**src/rtl/core/eqc_pkg.sv**
```systemverilog
// shared types, constants and the arctangent table of the equirect-to-cubemap sampler
// no dependencies; eqc_cordic, eqc_front, eqc_back and the top level import this package
`default_nettype none

package eqc_pkg;

  // source store
  localparam int SRC_PIXELS = 32768;
  localparam int SRC_AW     = 15;
  localparam int RGB_W      = 24;

  // configuration register widths
  localparam int FSZ_W = 11;
  localparam int SW_W  = 9;
  localparam int SH_W  = 8;
  localparam int REG_W = 2;

  localparam logic [REG_W-1:0] REG_FACE_SIZE  = 2'd0;
  localparam logic [REG_W-1:0] REG_SRC_WIDTH  = 2'd1;
  localparam logic [REG_W-1:0] REG_SRC_HEIGHT = 2'd2;

  localparam logic [FSZ_W-1:0] FACE_SIZE_RST  = 11'd256;
  localparam logic [SW_W-1:0]  SRC_WIDTH_RST  = 9'd256;
  localparam logic [SH_W-1:0]  SRC_HEIGHT_RST = 8'd128;

  // arithmetic
  localparam int ONE_Q14      = 16384;
  localparam int ANG_PI       = 1048576;
  localparam int ANG_HALF_PI  = 524288;
  localparam int KINV_Q15     = 19899;
  localparam int DIV_STEPS    = 15;
  localparam int CORDIC_DW    = 27;
  localparam int ANGW         = 24;
  localparam int ATAN_LEN     = 24;
  localparam int CORDIC_STEPS_DEF = 16;

  // queue depths
  localparam int MID_DEPTH = 4;
  localparam int OUT_DEPTH = 2;

  // atan(2^-k) in units of pi / 2^20
  localparam logic [ANGW-1:0] ATAN_TAB [ATAN_LEN] = '{
    24'd262144, 24'd154753, 24'd81767, 24'd41506, 24'd20834, 24'd10427, 24'd5215, 24'd2608,
    24'd1304,   24'd652,    24'd326,   24'd163,   24'd81,    24'd41,    24'd20,   24'd10,
    24'd5,      24'd3,      24'd1,     24'd1,     24'd0,     24'd0,     24'd0,    24'd0
  };

  typedef enum logic [2:0] {
    FACE_BACK,
    FACE_LEFT,
    FACE_FRONT,
    FACE_RIGHT,
    FACE_TOP,
    FACE_BOTTOM,
    FACE_DIAG
  } face_e;

  // effective configuration, zero values already replaced by one
  typedef struct packed {
    logic [FSZ_W-1:0] fsz;
    logic [SW_W-1:0]  w;
    logic [SH_W-1:0]  h;
  } eqc_cfg_t;

  // classified item between front and back
  typedef struct packed {
    logic              proj;
    face_e             face;
    logic              sat_a;
    logic              sat_b;
    logic [9:0]        px;
    logic [9:0]        py;
    logic [SRC_AW-1:0] addr;
    logic [RGB_W-1:0]  rgb;
  } eqc_item_t;

  // control carried along the back pipeline
  typedef struct packed {
    logic              vld;
    logic              proj;
    logic [SRC_AW-1:0] addr;
    logic [RGB_W-1:0]  rgb;
  } tag_t;

endpackage

`default_nettype wire

```
**src/rtl/core/eqc_front.sv**
```systemverilog
// front stage: takes items off the input port, decodes face and edge saturation
// depends on eqc_pkg; feeds the queue in front of eqc_back
`default_nettype none

module eqc_front (
  input  logic                clk_i,
  input  logic                rst_ni,
  input  eqc_pkg::eqc_cfg_t   cfg_i,
  input  logic                push_i,
  output logic                full_o,
  input  logic                req_type_i,
  input  logic [2:0]          face_i,
  input  logic [9:0]          pixel_x_i,
  input  logic [9:0]          pixel_y_i,
  input  logic [14:0]         src_addr_i,
  input  logic [23:0]         src_rgb_i,
  input  logic                q_full_i,
  output logic                q_push_o,
  output eqc_pkg::eqc_item_t  q_item_o
);

  import eqc_pkg::*;

  logic      valid_q;
  eqc_item_t item_q, item_d;
  logic      accept;

  assign full_o   = valid_q && q_full_i;
  assign accept   = push_i && !full_o;
  assign q_push_o = valid_q && !q_full_i;
  assign q_item_o = item_q;

  always_comb begin
    item_d.proj  = req_type_i;
    item_d.face  = (face_i < 3'd6) ? face_e'(face_i) : FACE_DIAG;
    // pixel at or past the face edge saturates to 2.0
    item_d.sat_a = ({1'b0, pixel_x_i} >= cfg_i.fsz);
    item_d.sat_b = ({1'b0, pixel_y_i} >= cfg_i.fsz);
    item_d.px    = pixel_x_i;
    item_d.py    = pixel_y_i;
    item_d.addr  = src_addr_i;
    item_d.rgb   = src_rgb_i;
  end

  always_ff @(posedge clk_i or negedge rst_ni) begin
    if (!rst_ni) begin
      valid_q <= 1'b0;
    end else if (accept) begin
      valid_q <= 1'b1;
    end else if (q_push_o) begin
      valid_q <= 1'b0;
    end
  end

  always_ff @(posedge clk_i) begin
    if (accept) item_q <= item_d;
  end

endmodule

`default_nettype wire

```
**config.mk**
```make
export PLATFORM = sky130hd
export DESIGN_NAME = eqc_front
export DESIGN_NICKNAME = d
export VERILOG_FILES = /design/src/rtl/core/eqc_pkg.sv /design/src/rtl/core/eqc_front.sv
export SDC_FILE = /design/constraint.sdc
export NUM_CORES = 1
export LEC_CHECK = 0
export BUFFER_PORTS_ARGS = -buffer_cell sky130_fd_sc_hd__buf_2
export CAP_MARGIN = 20
export CORE_UTILIZATION = 42
export CTS_CLUSTER_SIZE = 14
export DETAILED_ROUTE_END_ITERATION = 16
export PLACE_DENSITY = 0.8
export SETUP_SLACK_MARGIN = 0.4
export SLEW_MARGIN = 20
export SYNTH_ARGS = -nofsm -noshare
export SYNTH_HDL_FRONTEND = slang
export SYNTH_SLANG_ARGS = --single-unit
```
**constraint.sdc**
```tcl
create_clock -name clk_i -period 4.5 [get_ports clk_i]
set_input_delay 0.45 -clock clk_i [delete_from_list [all_inputs] [get_ports clk_i]]
set_output_delay 0.45 -clock clk_i [all_outputs]
set_load 0.005 [all_outputs]
```
==> results summary <==
TritonCTS built the clock tree. The critical path is of the flip-flop to flip-flop type. The complex-gate fraction of the synthesized area is 4.97%.

The largest voltage drop on the vdd net is 0.214 mV. Yosys attributes the largest share of cell area to edfxtp_1 78%, ha_1 10%, inv_1 1.7%. The number of buffers added on ports is 144.

The total vias in the final route came out at 1719. The wire length of the first global-routing pass came out at 8.10 mm. The tool flagged a number of max-cap violations equal to 0. The wire length after detailed routing came out at 5.65 mm.

Among all cell types in the netlist, the one instantiated most often is edfxtp_1. The area of the die came out at 6250 sq um. In the final layout, the share of cells above drive strength 1 is 57.0%. The wire length the detailed router placed on met1 came out at 1.90 mm. The global-route usage over all layers came out at 18.7%.

The mapped netlist covers 2490 sq um. The post-synthesis instance total came out at 133. The portion of the clock cycle consumed by the worst path in the final layout came out at 38.0%.

The HPWL after detailed placement is 4.39 mm. For this run, the leading register cell type out of synthesis is edfxtp_1. After synthesis, the most frequently instantiated cells are 65 x edfxtp_1, 20 x ha_1, 11 x inv_1. The sum of negative setup slack is 0 ns. The total inserted antenna cells came out at 0. Setup repair after global routing left no endpoint under its margin. In this run the standard cell core region covers 5610 sq um. The synthesized design contains 66 register bits. The number of slew-limit violations in the final report is 0.

The area growth from synthesis to layout is 42.4%. The largest single stage delay on the critical path is 0.63 ns. The floorplan die width is 79.0 um. The count of unique library cells instantiated by Yosys came out at 22. After synthesis, the largest family of logic cells by area is adder cells.

The uppermost metal layer occupied by signal nets is met4. The routed design uses 3.13 mm of met2 wire. The register area share after synthesis came out at 79.3%. The Yosys step of the flow raised 0 warnings. The final number of hold-violating endpoints came to 0. The share of the synthesized area in the top cell type is 78.3%.

The highest clock rate came out at 584 MHz. The aggregate global routing overflow came out at 0. The final weighted congestion of routability-driven global placement is 0.749.

The worst pin sits at a relative slew slack of 45.8%. The worst hold path class is input pin to flip-flop. The first-iteration detailed-routing DRC count is 44. The final layout net count came out at 403. The post-detailed-route count of antenna-violating nets came out at 0.

The xor-xnor portion of the synthesized cell area came out at 0%. The pre-antenna-repair detailed-routing pass consisted of 4 iterations. The total CTS buffers is 9. The depth of the CTS H-tree is 3. The power per cell area came out at 396 nW/um^2. The per-cell via count in the routed design came out at 4.71. The number of I/O pins came out at 162. The signal on the critical path passes through and2_1 -> nor2b_4 -> buf_4. The worst setup path is launched from a flip-flop. The measured slew at the worst slew-check pin came out at 0.813 ns.

The final standard cell area without fillers came out at 3550 sq um. The total leakage power came out at 1.63 nW. Of all nets on the critical path, the largest fanout is 65. Clock tree synthesis found a total of 66 sinks. The floorplan die height came out at 79.0 um.

The synthesized netlist devotes 3.71% of its cell area to simple gates. The total met3 wirelength after detailed routing came out at 456 um. For this design, the slowest cell found on the critical path is buf_4. In the synthesized netlist, mux cells make up 0% of the area. Dividing the detail-routed wire length by the instance count gives 15.5 um.

The initial cell density of the core is 44.4%. The clock arrives with 0.00460 ns of skew. The capturing element type of the critical path is a flip-flop.

The run finished with clean final reports. A synthesized cell averages 18.7 sq um. The detailed-route DRC error count came out at 0. The fraction of registers with async set/reset is 1.52%. The post-CTS resize count came out at 0. The total of endpoints with negative setup slack in the final report is 0. Summing the areas of all fa, ha and maj instances in the mapped netlist gives 10.0% of the synthesized area. The total placed instance area is 3310 sq um. The data required time of the worst path is 4.45 ns. In this run the clock root is driven by a clkbuf_8.

The number of rows in the core area is 27. The via count of the first global-routing pass came out at 1659. The initial antenna violation count came to 0. The source-to-sink clock delay at the later pin of the worst-skew pair is 0.32 ns. The pin count of the biggest net entering global routing is 66. The number of fill cells in the layout is 432. The post-synth net total came out at 248. The clock-pin slew of the registers on the worst-case setup and hold paths is 0.07 ns.

The maximum root-to-sink buffer count is 2. The clock period could shrink to 1.71 ns. The number of synthesized flops with an enable pin came out at 65.

The biggest area consumer among synthesized cells is edfxtp_1. The data arrival time of the worst path came out at 1.66 ns.
## sequential cells by signal, indices dropped and copies added (netlist names)
register / cells
valid_q: 1
q_item_o: 65
## worst max-delay path, delay by kind of cell (launching register included)
family	cells	cell delay, ns
buffers and inverters	1	0.63
AND/OR/NAND/NOR	2	0.29
flip-flops	1	0.38
## per-layer routing
| layer | track usage, % | up-vias |
|---|---|---|
| met5 | 0 | - |
| met4 | 11.3 | 0 |
| met3 | 5.75 | 16 |
| met2 | 34.8 | 96 |
| met1 | 17.8 | 794 |
| li1 | - | 813 |
## metrics by stage
step / setup WS [ns] / hold WS [ns] / cells / utilization [%] / total power (W)
3_3_place_gp: 2.64 / 0.225 / 348 / 59.0 / 0.000865
5_1_grt: 2.71 / 0.271 / 365 / 63.3 / 0.00146
4_1_cts: 2.80 / 0.280 / 365 / 63.3 / 0.00142
6_report: 2.79 / 0.296 / 365 / 63.3 / 0.00140
2_1_floorplan: 0.468 / 0.154 / 133 / - / 0.000793
3_5_place_dp: 2.61 / 0.231 / 348 / 59.0 / 0.000873
## cells by family (layout without fill, tap and decap cells)
family / after synthesis / count (layout)
adders and majority gates: 20 / 20
AOI/OAI and AO/OA: 18 / 18
DFF: 66 / 66
and+or+nand+nor: 16 / 16
buffers and inverters: 13 / 173
## repair_timing
action | 4_1_cts | 5_1_grt
endpoints found under the setup margin | 0 | 0
endpoints found under the hold margin | 1 | 0
buffers inserted | 0 | 0
hold buffers | 1 | 0
## power by group
part	leakage, nW	total [W]	internal [W]	switching (W)
logic	0.885	0.000134	0.0000658	0.0000680
clock network	0.112	0.000546	0.000328	0.000219
registers	0.631	0.000725	0.000717	0.00000756
total	1.63	0.00140	0.00111	0.000294
## final timing paths
| kind | start | end | slack [ns] | cells after the start |
|---|---|---|---|---|
| worst max-delay path | valid_q | q_item_o[48] | 2.79 | 3 |
| worst min-delay path | src_addr_i[5] | q_item_o[29] | 0.30 | 1 |
| worst max register to register | valid_q | q_item_o[48] | 2.79 | 3 |
| worst min register to register | valid_q | valid_q | 0.72 | 2 |
| max in group asynchronous | rst_ni | valid_q | 3.97 | 2 |
| min in group asynchronous | rst_ni | valid_q | 0.45 | 2 |
## layout make-up
type | count | area (sq um) | area share [%]
inverter | 11 | 41.3 | 1.16
tap | 72 | 90.1 | 2.54
clock inverter | 6 | 90.1 | 2.54
sequential | 66 | 1980 | 55.7
multi-input combinational | 54 | 474 | 13.4
clock buffer | 10 | 138 | 3.88
timing repair buffer | 146 | 738 | 20.8
## layout by cell type, fill, tap and decap left out
cell type,n
a21boi_0,1
a21o_1,2
a21oi_1,8
a221oi_2,1
and2_1,1
and3_1,1
buf_2,144
buf_4,1
bufinv_16,2
clkbuf_8,10
clkinv_2,1
clkinv_4,2
clkinvlp_4,1
dfrtp_1,1
dlygate4sd3_1,1
edfxtp_1,65
ha_1,20
inv_1,11
nand2_1,6
nand2b_1,1
nand4b_1,1
nor2_1,1
nor2b_1,2
nor2b_4,2
o21ai_0,3
o21ai_2,1
o22ai_1,1
o41ai_2,1
or2_2,1
No activity file was read; power rests on OpenSTA's default activity.
