===== config.mk =====
export PLATFORM = sky130hd
export DESIGN_NAME = eqc_fifo
export DESIGN_NICKNAME = d
export VERILOG_FILES = /design/src/rtl/core/eqc_fifo.sv
export SDC_FILE = /design/constraint.sdc
export NUM_CORES = 1
export LEC_CHECK = 0
export ABC_AREA = 1
export BUFFER_PORTS_ARGS = -buffer_cell sky130_fd_sc_hd__buf_2
export CAP_MARGIN = 20
export CORE_AREA = 4 4 104 66
export CTS_CLUSTER_SIZE = 30
export DETAILED_ROUTE_END_ITERATION = 7
export DIE_AREA = 0 0 108 70
export GPL_ROUTABILITY_DRIVEN = 0
export PLACE_DENSITY = 0.52
export REMOVE_ABC_BUFFERS = 1
export SYNTH_ARGS = -nofsm -noshare
export SYNTH_HDL_FRONTEND = slang
export SYNTH_SLANG_ARGS = --single-unit

===== constraint.sdc =====
create_clock -name clk_i -period 1.7 [get_ports clk_i]
set_input_delay 0.17 -clock clk_i [delete_from_list [all_inputs] [get_ports clk_i]]
set_output_delay 0.17 -clock clk_i [all_outputs]
set_load 0.02 [all_outputs]

===== src/rtl/core/eqc_fifo.sv =====
// small synchronous queue used between front and back and on the result side
// depends on nothing; DEPTH must be a power of two
`default_nettype none

module eqc_fifo #(
  parameter int WIDTH = 8,
  parameter int DEPTH = 4
) (
  input  logic             clk_i,
  input  logic             rst_ni,
  input  logic             push_i,
  input  logic [WIDTH-1:0] data_i,
  output logic             full_o,
  input  logic             pop_i,
  output logic [WIDTH-1:0] data_o,
  output logic             empty_o
);

  localparam int PTR_W = (DEPTH > 1) ? $clog2(DEPTH) : 1;

  logic [WIDTH-1:0] mem_q [DEPTH];
  logic [PTR_W-1:0] wr_q, rd_q;
  logic [PTR_W:0]   cnt_q;
  logic             do_push, do_pop;

  assign full_o  = (cnt_q == (PTR_W+1)'(DEPTH));
  assign empty_o = (cnt_q == '0);
  assign data_o  = mem_q[rd_q];
  assign do_push = push_i && !full_o;
  assign do_pop  = pop_i && !empty_o;

  always_ff @(posedge clk_i or negedge rst_ni) begin
    if (!rst_ni) begin
      wr_q  <= '0;
      rd_q  <= '0;
      cnt_q <= '0;
    end else begin
      if (do_push) wr_q <= wr_q + 1'b1;
      if (do_pop)  rd_q <= rd_q + 1'b1;
      if (do_push && !do_pop)      cnt_q <= cnt_q + 1'b1;
      else if (do_pop && !do_push) cnt_q <= cnt_q - 1'b1;
    end
  end

  always_ff @(posedge clk_i) begin
    if (do_push) mem_q[wr_q] <= data_i;
  end

endmodule

`default_nettype wire


==> reports/metrics.yaml, run 1 <==
synth:
  synthXorXnorAreaFrac_pct: 0.505
  synth_edf_count: 32
  synth_adder_area_share_pct: 4.76
  synth.area.top_cells: "edfxtp_1, dfrtp_1, nand2_1"
  yosys_most_used_dff: "edfxtp_1"
  synth_compound_area_share_pct: 7.22
  synthMuxAreaShare_pct: 0
  synthSimpleGateAreaFrac_pct: 12.1
  synth_top_cell_by_area: "edfxtp_1"
  netlist_instances: 154
  ys_seq_area_share_pct: 65.5
  synth_commonest_cells: "nand2_1, edfxtp_1, inv_1"
  synth_top_family_by_area: "simple AND/OR/NAND/NOR gates"
  synthArstFlopShare_pct: 17.9
  synth_seq_cells: 39
  synth_top_cell_area_share_pct: 55.4
  yosysWarnings: 0
  avgSynthCellArea_um2: 11.3
  yosysMostFrequentCell: "nand2_1"
  synth_area_um2: 1730
  synth_cell_types: 16
global_routing:
  antenna_found_initial: 0
  grt_overflow: 0
  grt_max_degree: 18
  grt_pass1_vias: 995
  track_usage_pct: 9.27
  grt_pass1_wl_um: 5130
setup_path:
  crit_arrival_ns: 1.79
  path_delay_family: "adder cells"
  worstPathMaxFanout: 3
  crit_path_start_kind: "flop"
  required_ns: 1.87
  critPathBufInv: 3
  slowest_delay_ns: 0.42
  slowest_stage: "fa_2"
  r2r_setup_slack_ns: 0.07
  cp-end-kind: "flop"
  crit_chain: "inv_2 -> nand3_2 -> nand2_2 -> inv_1 -> ha_4 -> inv_4 -> fa_2 -> nand2_1 -> o21ai_0"
  worstSetupPathType: "reg -> reg"
place:
  hpwl_um: 2280
  port_buffers: 21
  placed_cell_area_um2: 1980
  pre_cts_slack_ns: -0.0275
final_layout:
  n_antenna_cell: 0
  nets: 209
  utilization_pct: 35.9
  drive_gt1_share_pct: 28.1
  final_cell_area_um2: 2140
  area_delta_synth_final_pct: 23.7
clock_tree:
  tritoncts: "done"
  clock-root-buffer: "clkbuf_8"
  h-tree-depth: 2
  cts_buffer_depth: 2
  clkTransAtPathRegs_ns: 0.07
  clock_latency_ns: 0.28
  clock_sinks: 39
  cts_buffers: 5
sta:
  tightestPinTransition_ns: 0.216
  finalClockSkew_ns: 0.00502
  fmax_mhz: 615
  hold_ws_ns: 0.104
  timing.final.crit_share_pct: 95.6
  min_period_ns: 1.63
  relSlewSlack_pct: 85.6
  setup_viol: 0
  maxSlewViolCount: 0
  final.setup.worst_slack_ns: 0.0747
  hold_violations: 0
  rsz0062_at_grt: "false"
  totalNegativeSetupSlack_ns: 0
route:
  wire_per_inst_um: 11.6
  viasPerCell: 3.90
  vias: 1077
  firstDrtPassIters: 4
  drtIter0Drc: 71
  routed_wl_um: 3200
  drc: 0
  drtAntennaViolNets: 0
floorplanning:
  fp.dieH_um: 70
  boundaryPins: 22
  rows: 22
  core_region_area_um2: 5970
  start_util_pct: 29.0
  die_x_um: 108
  die-area_um2: 7560
worst_hold_path:
  hold_path_class: "in -> reg"
run_status:
  status: "complete, no violations"
job:
  cap_violations: 0
power_and_ir_drop:
  power_density_nw_per_um2: 1730
  vdd_drop_max_mv: 0.414
  p_leak_uw: 0.000959
repair_timing:
item,4_1_cts,5_1_grt
endpoints found under the hold margin,7,0
pin swaps,0,5
buffers inserted,1,1
hold buffers,1,0
endpoints found under the setup margin,2,3
resized for setup,2,12
cell usage in the layout (no fill, tap or decap), types with 2 or more instances in the layout:
cell and n:
clkbuf_8 5, nor2_1 4, edfxtp_1 32, o211ai_1 16, nand2_2 3, nand2_1 38
nand3_2 2, dfrtp_1 6, inv_1 28, buf_4 12, nand3_1 5, ha_1 4
buf_2 21, inv_2 5
cell families after synthesis:
kind of cell | after synthesis
xor+xnor | 1
fa+ha+maj | 6
compound gates | 17
simple gates | 53
flops | 39
buf+inv | 38
metrics by stage:
stage | power, µW | std cells
floorplan | 2360 | 150
global placement | 2890 | 265
detailed placement | 2920 | 265
CTS | 3690 | 275
global route | 4000 | 276
finish | 3700 | 276
state kept, by name (all words and copies together), names as in the netlist:
| signal | cells |
|---|---|
| cnt_q | 3 |
| wr_q | 2 |
| mem_q | 32 |
| rd_q | 2 |
layer usage:
metal	vias to the layer above	wire (µm)	track usage, %
li1	576	-	-
met1	476	1650	13.3
met2	20	1340	12.6
met3	5	161	2.95
met4	0	49	4.20
met5	-	0	0
where the power goes:
part           switching [µW]  internal (µW)  total [µW]
Combinational             963            586        1550
Clock                     303            429         733
Sequential                135           1290        1420
Total                    1400           2300        3700
final cells by class:
type / instances / area (µm²)
clock buffers: 5 / 68.8
clock inverters: 3 / 38.8
fillers: 591 / 3830
inverters: 34 / 130
multi-input cells: 77 / 459
flip-flops and latches: 39 / 1140
well taps: 84 / 105
repair buffers: 34 / 205
final timing paths:
check | start | to | depth (start not counted)
worst min-delay path | data_i[4] | mem_q[2][4] | 1
worst min register to register | rd_q[0] | rd_q[0] | 2
worst max-delay path | cnt_q[1] | cnt_q[1] | 9
min in group asynchronous | rst_ni | wr_q[0] | 2
max in group asynchronous | rst_ni | rd_q[1] | 2
worst max register to register | cnt_q[1] | cnt_q[1] | 9
No activity file was read; power rests on OpenSTA's default activity.
==> inputs of run 2 (changes only) <==
--- a/config.mk
+++ b/config.mk
@@ -13,8 +13,10 @@
 export DETAILED_ROUTE_END_ITERATION = 7
 export DIE_AREA = 0 0 108 70
 export GPL_ROUTABILITY_DRIVEN = 0
+export GPL_TIMING_DRIVEN = 0
 export PLACE_DENSITY = 0.52
 export REMOVE_ABC_BUFFERS = 1
+export SKIP_CTS_REPAIR_TIMING = 1
 export SYNTH_ARGS = -nofsm -noshare
 export SYNTH_HDL_FRONTEND = slang
 export SYNTH_SLANG_ARGS = --single-unit
==> run 2 against run 1 <==
  * Power fell by 4.0%
  * Utilization fell by 0.67 points
  * Hold slack got worse by 0.0088 ns
  * Highest routed layer unchanged
==> reports/metrics.yaml, run 2 (synthesis gave the netlist of run 1 again) <==
global_routing:
  antenna_found_initial: 0  # unchanged
  grt_pass1_wl_um: 4970  # -3.2%
  track_usage_pct: 8.88  # -0.40 points
  grt_pass1_vias: 982  # -1.3%
  grt_overflow: 0  # unchanged
  grt_max_degree: 34  # +16
route:
  wire_per_inst_um: 12.0  # +3.6%
  viasPerCell: 4.04  # +3.7%
  vias: 1088  # +1.0%
  drtIter0Drc: 44  # -38%
  routed_wl_um: 3230  # +0.97%
  drtAntennaViolNets: 0  # unchanged
  firstDrtPassIters: 4  # unchanged
  drc: 0  # unchanged
clock_tree:
  cts_buffers: 5  # unchanged
  tritoncts: "done"
  clkTransAtPathRegs_ns: 0.07  # about the same
  cts_buffer_depth: 2  # unchanged
  clock-root-buffer: "clkbuf_8"
  clock_sinks: 39  # unchanged
  h-tree-depth: 2  # unchanged
  clock_latency_ns: 0.29  # about the same
final_layout:
  largest_reg_flops: 32  # unchanged
  nets: 202  # -3.3%
  area_delta_synth_final_pct: 21.4
  layout_commonest_cell: "nand2_1"
  top_register: "mem_q"
  n_antenna_cell: 0  # unchanged
  reg_top3: "mem_q (32), cnt_q (3)"
  mostFrequentLayoutCells: "nand2_1, edfxtp_1, inv_1"
  drive_gt1_share_pct: 27.0  # -1.1 points
floorplanning:
  fp.dieH_um: 70  # unchanged
  start_util_pct: 29.0  # unchanged
  die-area_um2: 7560  # unchanged
  boundaryPins: 22  # unchanged
  rows: 22  # unchanged
  die_x_um: 108  # unchanged
  core_region_area_um2: 5970  # unchanged
sta:
  finalClockSkew_ns: 0.00359  # -0.00143 ns
  timing.final.crit_share_pct: 98.7  # +3.0 points
  relSlewSlack_pct: 65.4  # -20 points
  totalNegativeSetupSlack_ns: 0  # unchanged
  maxSlewViolCount: 0  # unchanged
  hold_ws_ns: 0.0956  # -0.00882 ns
  setup_viol: 0  # unchanged
  tightestPinTransition_ns: 0.519  # +0.303 ns
  rsz0062_at_grt: "true"
  min_period_ns: 1.68  # +0.0518 ns
  hold_violations: 0  # unchanged
  fmax_mhz: 596  # -3.1%
setup_path:
  crit_path_start_kind: "flop"
  crit_arrival_ns: 1.86  # +0.07 ns
  cp-end-kind: "flop"
  worstPathMaxFanout: 6  # +3
  worstSetupPathType: "reg -> reg"
  required_ns: 1.88  # about the same
place:
  port_buffers: 21  # unchanged
  hpwl_um: 2140  # -5.8%
run_status:
  status: "complete, no violations"
power_and_ir_drop:
  power_density_nw_per_um2: 1690  # -2.1%
  p_leak_uw: 0.000913  # -4.8%
  vdd_drop_max_mv: 0.398  # -3.7%
job:
  cap_violations: 0  # unchanged
worst_hold_path:
  hold_path_class: "in -> reg"
==> run 2: through the flow <==
step / cell area [µm²] / worst slack, ns / utilization (%) / instances / total power, µW
6_report: 2100 / 0.0228 / 35.2 / 269 / 3560
3_3_place_gp: 1900 / -0.220 / 31.8 / 255 / 2750
4_1_cts: 1980 / -0.264 / 33.2 / 263 / 3370
2_1_floorplan: 1690 / -0.0267 / - / 150 / 2360
3_5_place_dp: 1900 / -0.244 / 31.8 / 255 / 2780
5_1_grt: 2100 / -0.0863 / 35.2 / 269 / 3860
==> run 2: layout make-up <==
type                       instances  area, µm²
sequential                        39       1140
inverter                          34        135
timing repair buffer              27        153
fill                             601       3870
clock inverter                     2       7.51
clock buffer                       6       72.6
multi-input combinational         77        494
tap                               84        105
==> run 2: critical path, stage by stage (launching register included) <==
cell and delay [ns]:
dfrtp_1 0.41, inv_2 0.12, nand3_4 0.11, nand2_4 0.13, inv_2 0.05, ha_4 0.16, inv_4 0.06, fa_2 0.42
nand2_1 0.06, o21ai_1 0.05
==> run 2: per-layer routing <==
layer,global-route usage [%],up-vias,wire length [µm]
met5,0,-,0
met4,4.20,0,68
met3,2.86,8,142
met2,12.2,21,1380
met1,12.5,490,1640
li1,-,569,-
==> run 2: final timing paths <==
check	start	end	slack [ns]	cells past startpoint
worst min register to register	wr_q[0]	wr_q[0]	0.55	2
worst min-delay path	data_i[3]	mem_q[3][3]	0.1	1
min in group asynchronous	rst_ni	rd_q[0]	0.25	2
worst max register to register	cnt_q[0]	cnt_q[1]	0.02	9
max in group asynchronous	rst_ni	rd_q[1]	1.29	2
worst max-delay path	cnt_q[0]	cnt_q[1]	0.02	9
==> run 2: where the power goes <==
part / switching, µW / internal (µW)
sequential: 150 / 1290
clock: 306 / 280
combinational: 987 / 545
total: 1440 / 2110
==> inputs of run 3 (changes only) <==
--- a/config.mk
+++ b/config.mk
@@ -14,8 +14,9 @@
 export DIE_AREA = 0 0 108 70
 export GPL_ROUTABILITY_DRIVEN = 0
 export GPL_TIMING_DRIVEN = 0
-export PLACE_DENSITY = 0.52
+export PLACE_DENSITY = 0.5
 export REMOVE_ABC_BUFFERS = 1
+export SETUP_SLACK_MARGIN = 0.4
 export SKIP_CTS_REPAIR_TIMING = 1
 export SYNTH_ARGS = -nofsm -noshare
 export SYNTH_HDL_FRONTEND = slang
==> constraint.sdc (replaced) <==
create_clock -name clk_i -period 1.9 [get_ports clk_i]
set_input_delay 0.19 -clock clk_i [delete_from_list [all_inputs] [get_ports clk_i]]
set_output_delay 0.19 -clock clk_i [all_outputs]
set_load 0.02 [all_outputs]
==> run 3 against run 2 <==
  * Power down 0.26%
  * Hold slack better by 0.016 ns
  * Critical path depth unchanged
  * Final area up 6.9%
  * Highest routed layer unchanged
==> reports/metrics.yaml, run 3 (synthesis gave the netlist of run 1 again) <==
route:
  drtIter0Drc: 43  # -2.3%
  firstDrtPassIters: 4  # unchanged
  viasPerCell: 4.06  # +0.31%
  routed_wl_um: 3410  # +5.7%
  drtAntennaViolNets: 0  # unchanged
  vias: 1132  # +4.0%
  wire_per_inst_um: 12.2  # +1.9%
  drc: 0  # unchanged
global_routing:
  grt_pass1_vias: 1009  # +2.7%
  grt_max_degree: 34  # unchanged
  antenna_found_initial: 0  # unchanged
  track_usage_pct: 9.09  # +0.21 points
  grt_overflow: 0  # unchanged
  grt_pass1_wl_um: 5110  # +2.8%
final_layout:
  largest_reg_flops: 32  # unchanged
  layout_commonest_cell: "nand2_1"
  area_delta_synth_final_pct: 29.7
  stdcell_count: 279  # +3.7%
  drive_gt1_share_pct: 31.8  # +4.8 points
  n_antenna_cell: 0  # unchanged
  mostFrequentLayoutCells: "nand2_1, edfxtp_1, inv_1"
  top_register: "mem_q"
  reg_top3: "mem_q (32), cnt_q (3)"
  nets: 212  # +5.0%
  n_fill_cell: 603  # +0.33%
sta:
  timing.final.crit_share_pct: 86.9  # -12 points
  hold_violations: 0  # unchanged
  hold_ws_ns: 0.112  # +0.0162 ns
  finalClockSkew_ns: 0.00286  # -0.000726 ns
  min_period_ns: 1.65  # -0.0267 ns
  fmax_mhz: 606  # +1.6%
  rsz0062_at_grt: "true"
  final.setup.worst_slack_ns: 0.250  # +0.227 ns
  setup_viol: 0  # unchanged
  maxSlewViolCount: 0  # unchanged
  tightestPinTransition_ns: 0.761  # +0.242 ns
  relSlewSlack_pct: 49.1  # -16 points
floorplanning:
  rows: 22  # unchanged
  fp.dieH_um: 70  # unchanged
  die-area_um2: 7560  # unchanged
  start_util_pct: 29.0  # unchanged
  die_x_um: 108  # unchanged
  boundaryPins: 22  # unchanged
  core_region_area_um2: 5970  # unchanged
setup_path:
  crit_path_start_kind: "flop"
  crit_arrival_ns: 1.83  # -0.03 ns
  required_ns: 2.08  # +0.20 ns
  slowest_delay_ns: 0.42  # about the same
  crit_path_frequent_cell: "inv_2"
  crit_chain: "inv_2 -> nand3_4 -> nand2_4 -> inv_2 -> ha_4 -> inv_4 -> fa_2 -> nand2_1 -> o21ai_1"
  critPathBufInv: 3  # unchanged
  cp-end-kind: "flop"
  worstPathMaxFanout: 4  # -2
  slowest_stage: "dfrtp_1"
  worstSetupPathType: "reg -> reg"
  path_delay_family: "adder cells"
power_and_ir_drop:
  vdd_drop_max_mv: 0.444  # +12%
  p_leak_uw: 0.000985  # +7.9%
  power_density_nw_per_um2: 1580  # -6.7%
clock_tree:
  cts_buffers: 5  # unchanged
  clock_sinks: 39  # unchanged
  clkTransAtPathRegs_ns: 0.07  # about the same
  cts_buffer_depth: 2  # unchanged
  clock_latency_ns: 0.29  # about the same
  h-tree-depth: 2  # unchanged
  tritoncts: "done"
  clock-root-buffer: "clkbuf_8"
place:
  hpwl_um: 2110  # -1.8%
  port_buffers: 21  # unchanged
  placed_cells: 255  # unchanged
  pre_cts_slack_ns: -0.0235  # +0.220 ns
worst_hold_path:
  hold_path_class: "in -> reg"
run_status:
  status: "complete, no violations"
job:
  cap_violations: 0  # unchanged
==> run 3: cell types whose count changed in the layout (fill, tap and decap cells not counted), sizes merged <==
cell,before,now
clkbuf,6,5
buf,26,35
bufinv,0,1
inv,34,35
==> run 3: path summary, 6_finish.rpt <==
check,startpoint,endpoint,slack (ns),cells after the start
max in group asynchronous,rst_ni,rd_q[1],1.47,2
hold reg to reg,wr_q[0],wr_q[0],0.55,2
setup / recovery,cnt_q[0],cnt_q[1],0.25,9
setup reg to reg,cnt_q[0],cnt_q[1],0.25,9
min in group asynchronous,rst_ni,wr_q[0],0.26,2
hold / removal,data_i[7],mem_q[0][7],0.11,1
==> run 3: layer usage <==
metal  wire (µm)  global-route usage (%)  part of all wire (%)
met5           0                       0                     0
met4          53                    4.20                   1.6
met2        1450                    12.7                    43
met1        1780                    12.6                    52
met3         128                    3.05                   3.8
==> run 3: worst reg2reg max path, delay by kind of cell (launching register included) <==
kind / cells / cell delay [ns]
and+or+nand+nor: 3 / 0.27
AOI/OAI and AO/OA: 1 / 0.05
DFF: 1 / 0.42
adders and majority gates: 2 / 0.58
buffers and inverters: 3 / 0.21
==> run 3: cell type report <==
cell class | instances | area (µm²) | share of cell area [%]
sequential | 39 | 1140 | 50.6
clock inverter | 3 | 38.8 | 1.72
tap | 84 | 105 | 4.67
clock buffer | 5 | 68.8 | 3.06
timing repair buffer | 36 | 245 | 10.9
inverter | 34 | 140 | 6.23
multi-input combinational | 77 | 502 | 22.3
timing repair inverter | 1 | 11.3 | 0.501
==> run 3: power breakdown <==
part / switching [µW] / total, µW / internal (µW)
clock network: 288 / 672 / 384
registers: 155 / 1310 / 1150
logic: 948 / 1570 / 619
==> run 3: through the flow <==
stage	area (µm²)	utilization, %	total power (µW)	TNS (ns)
4_1_cts	2010	33.6	3170	-0.390
5_1_grt	2250	37.7	3830	0
3_5_place_dp	1900	31.8	2490	-0.194
2_1_floorplan	1690	-	2110	0
3_3_place_gp	1900	31.8	2470	-0.268
6_report	2250	37.7	3550	0
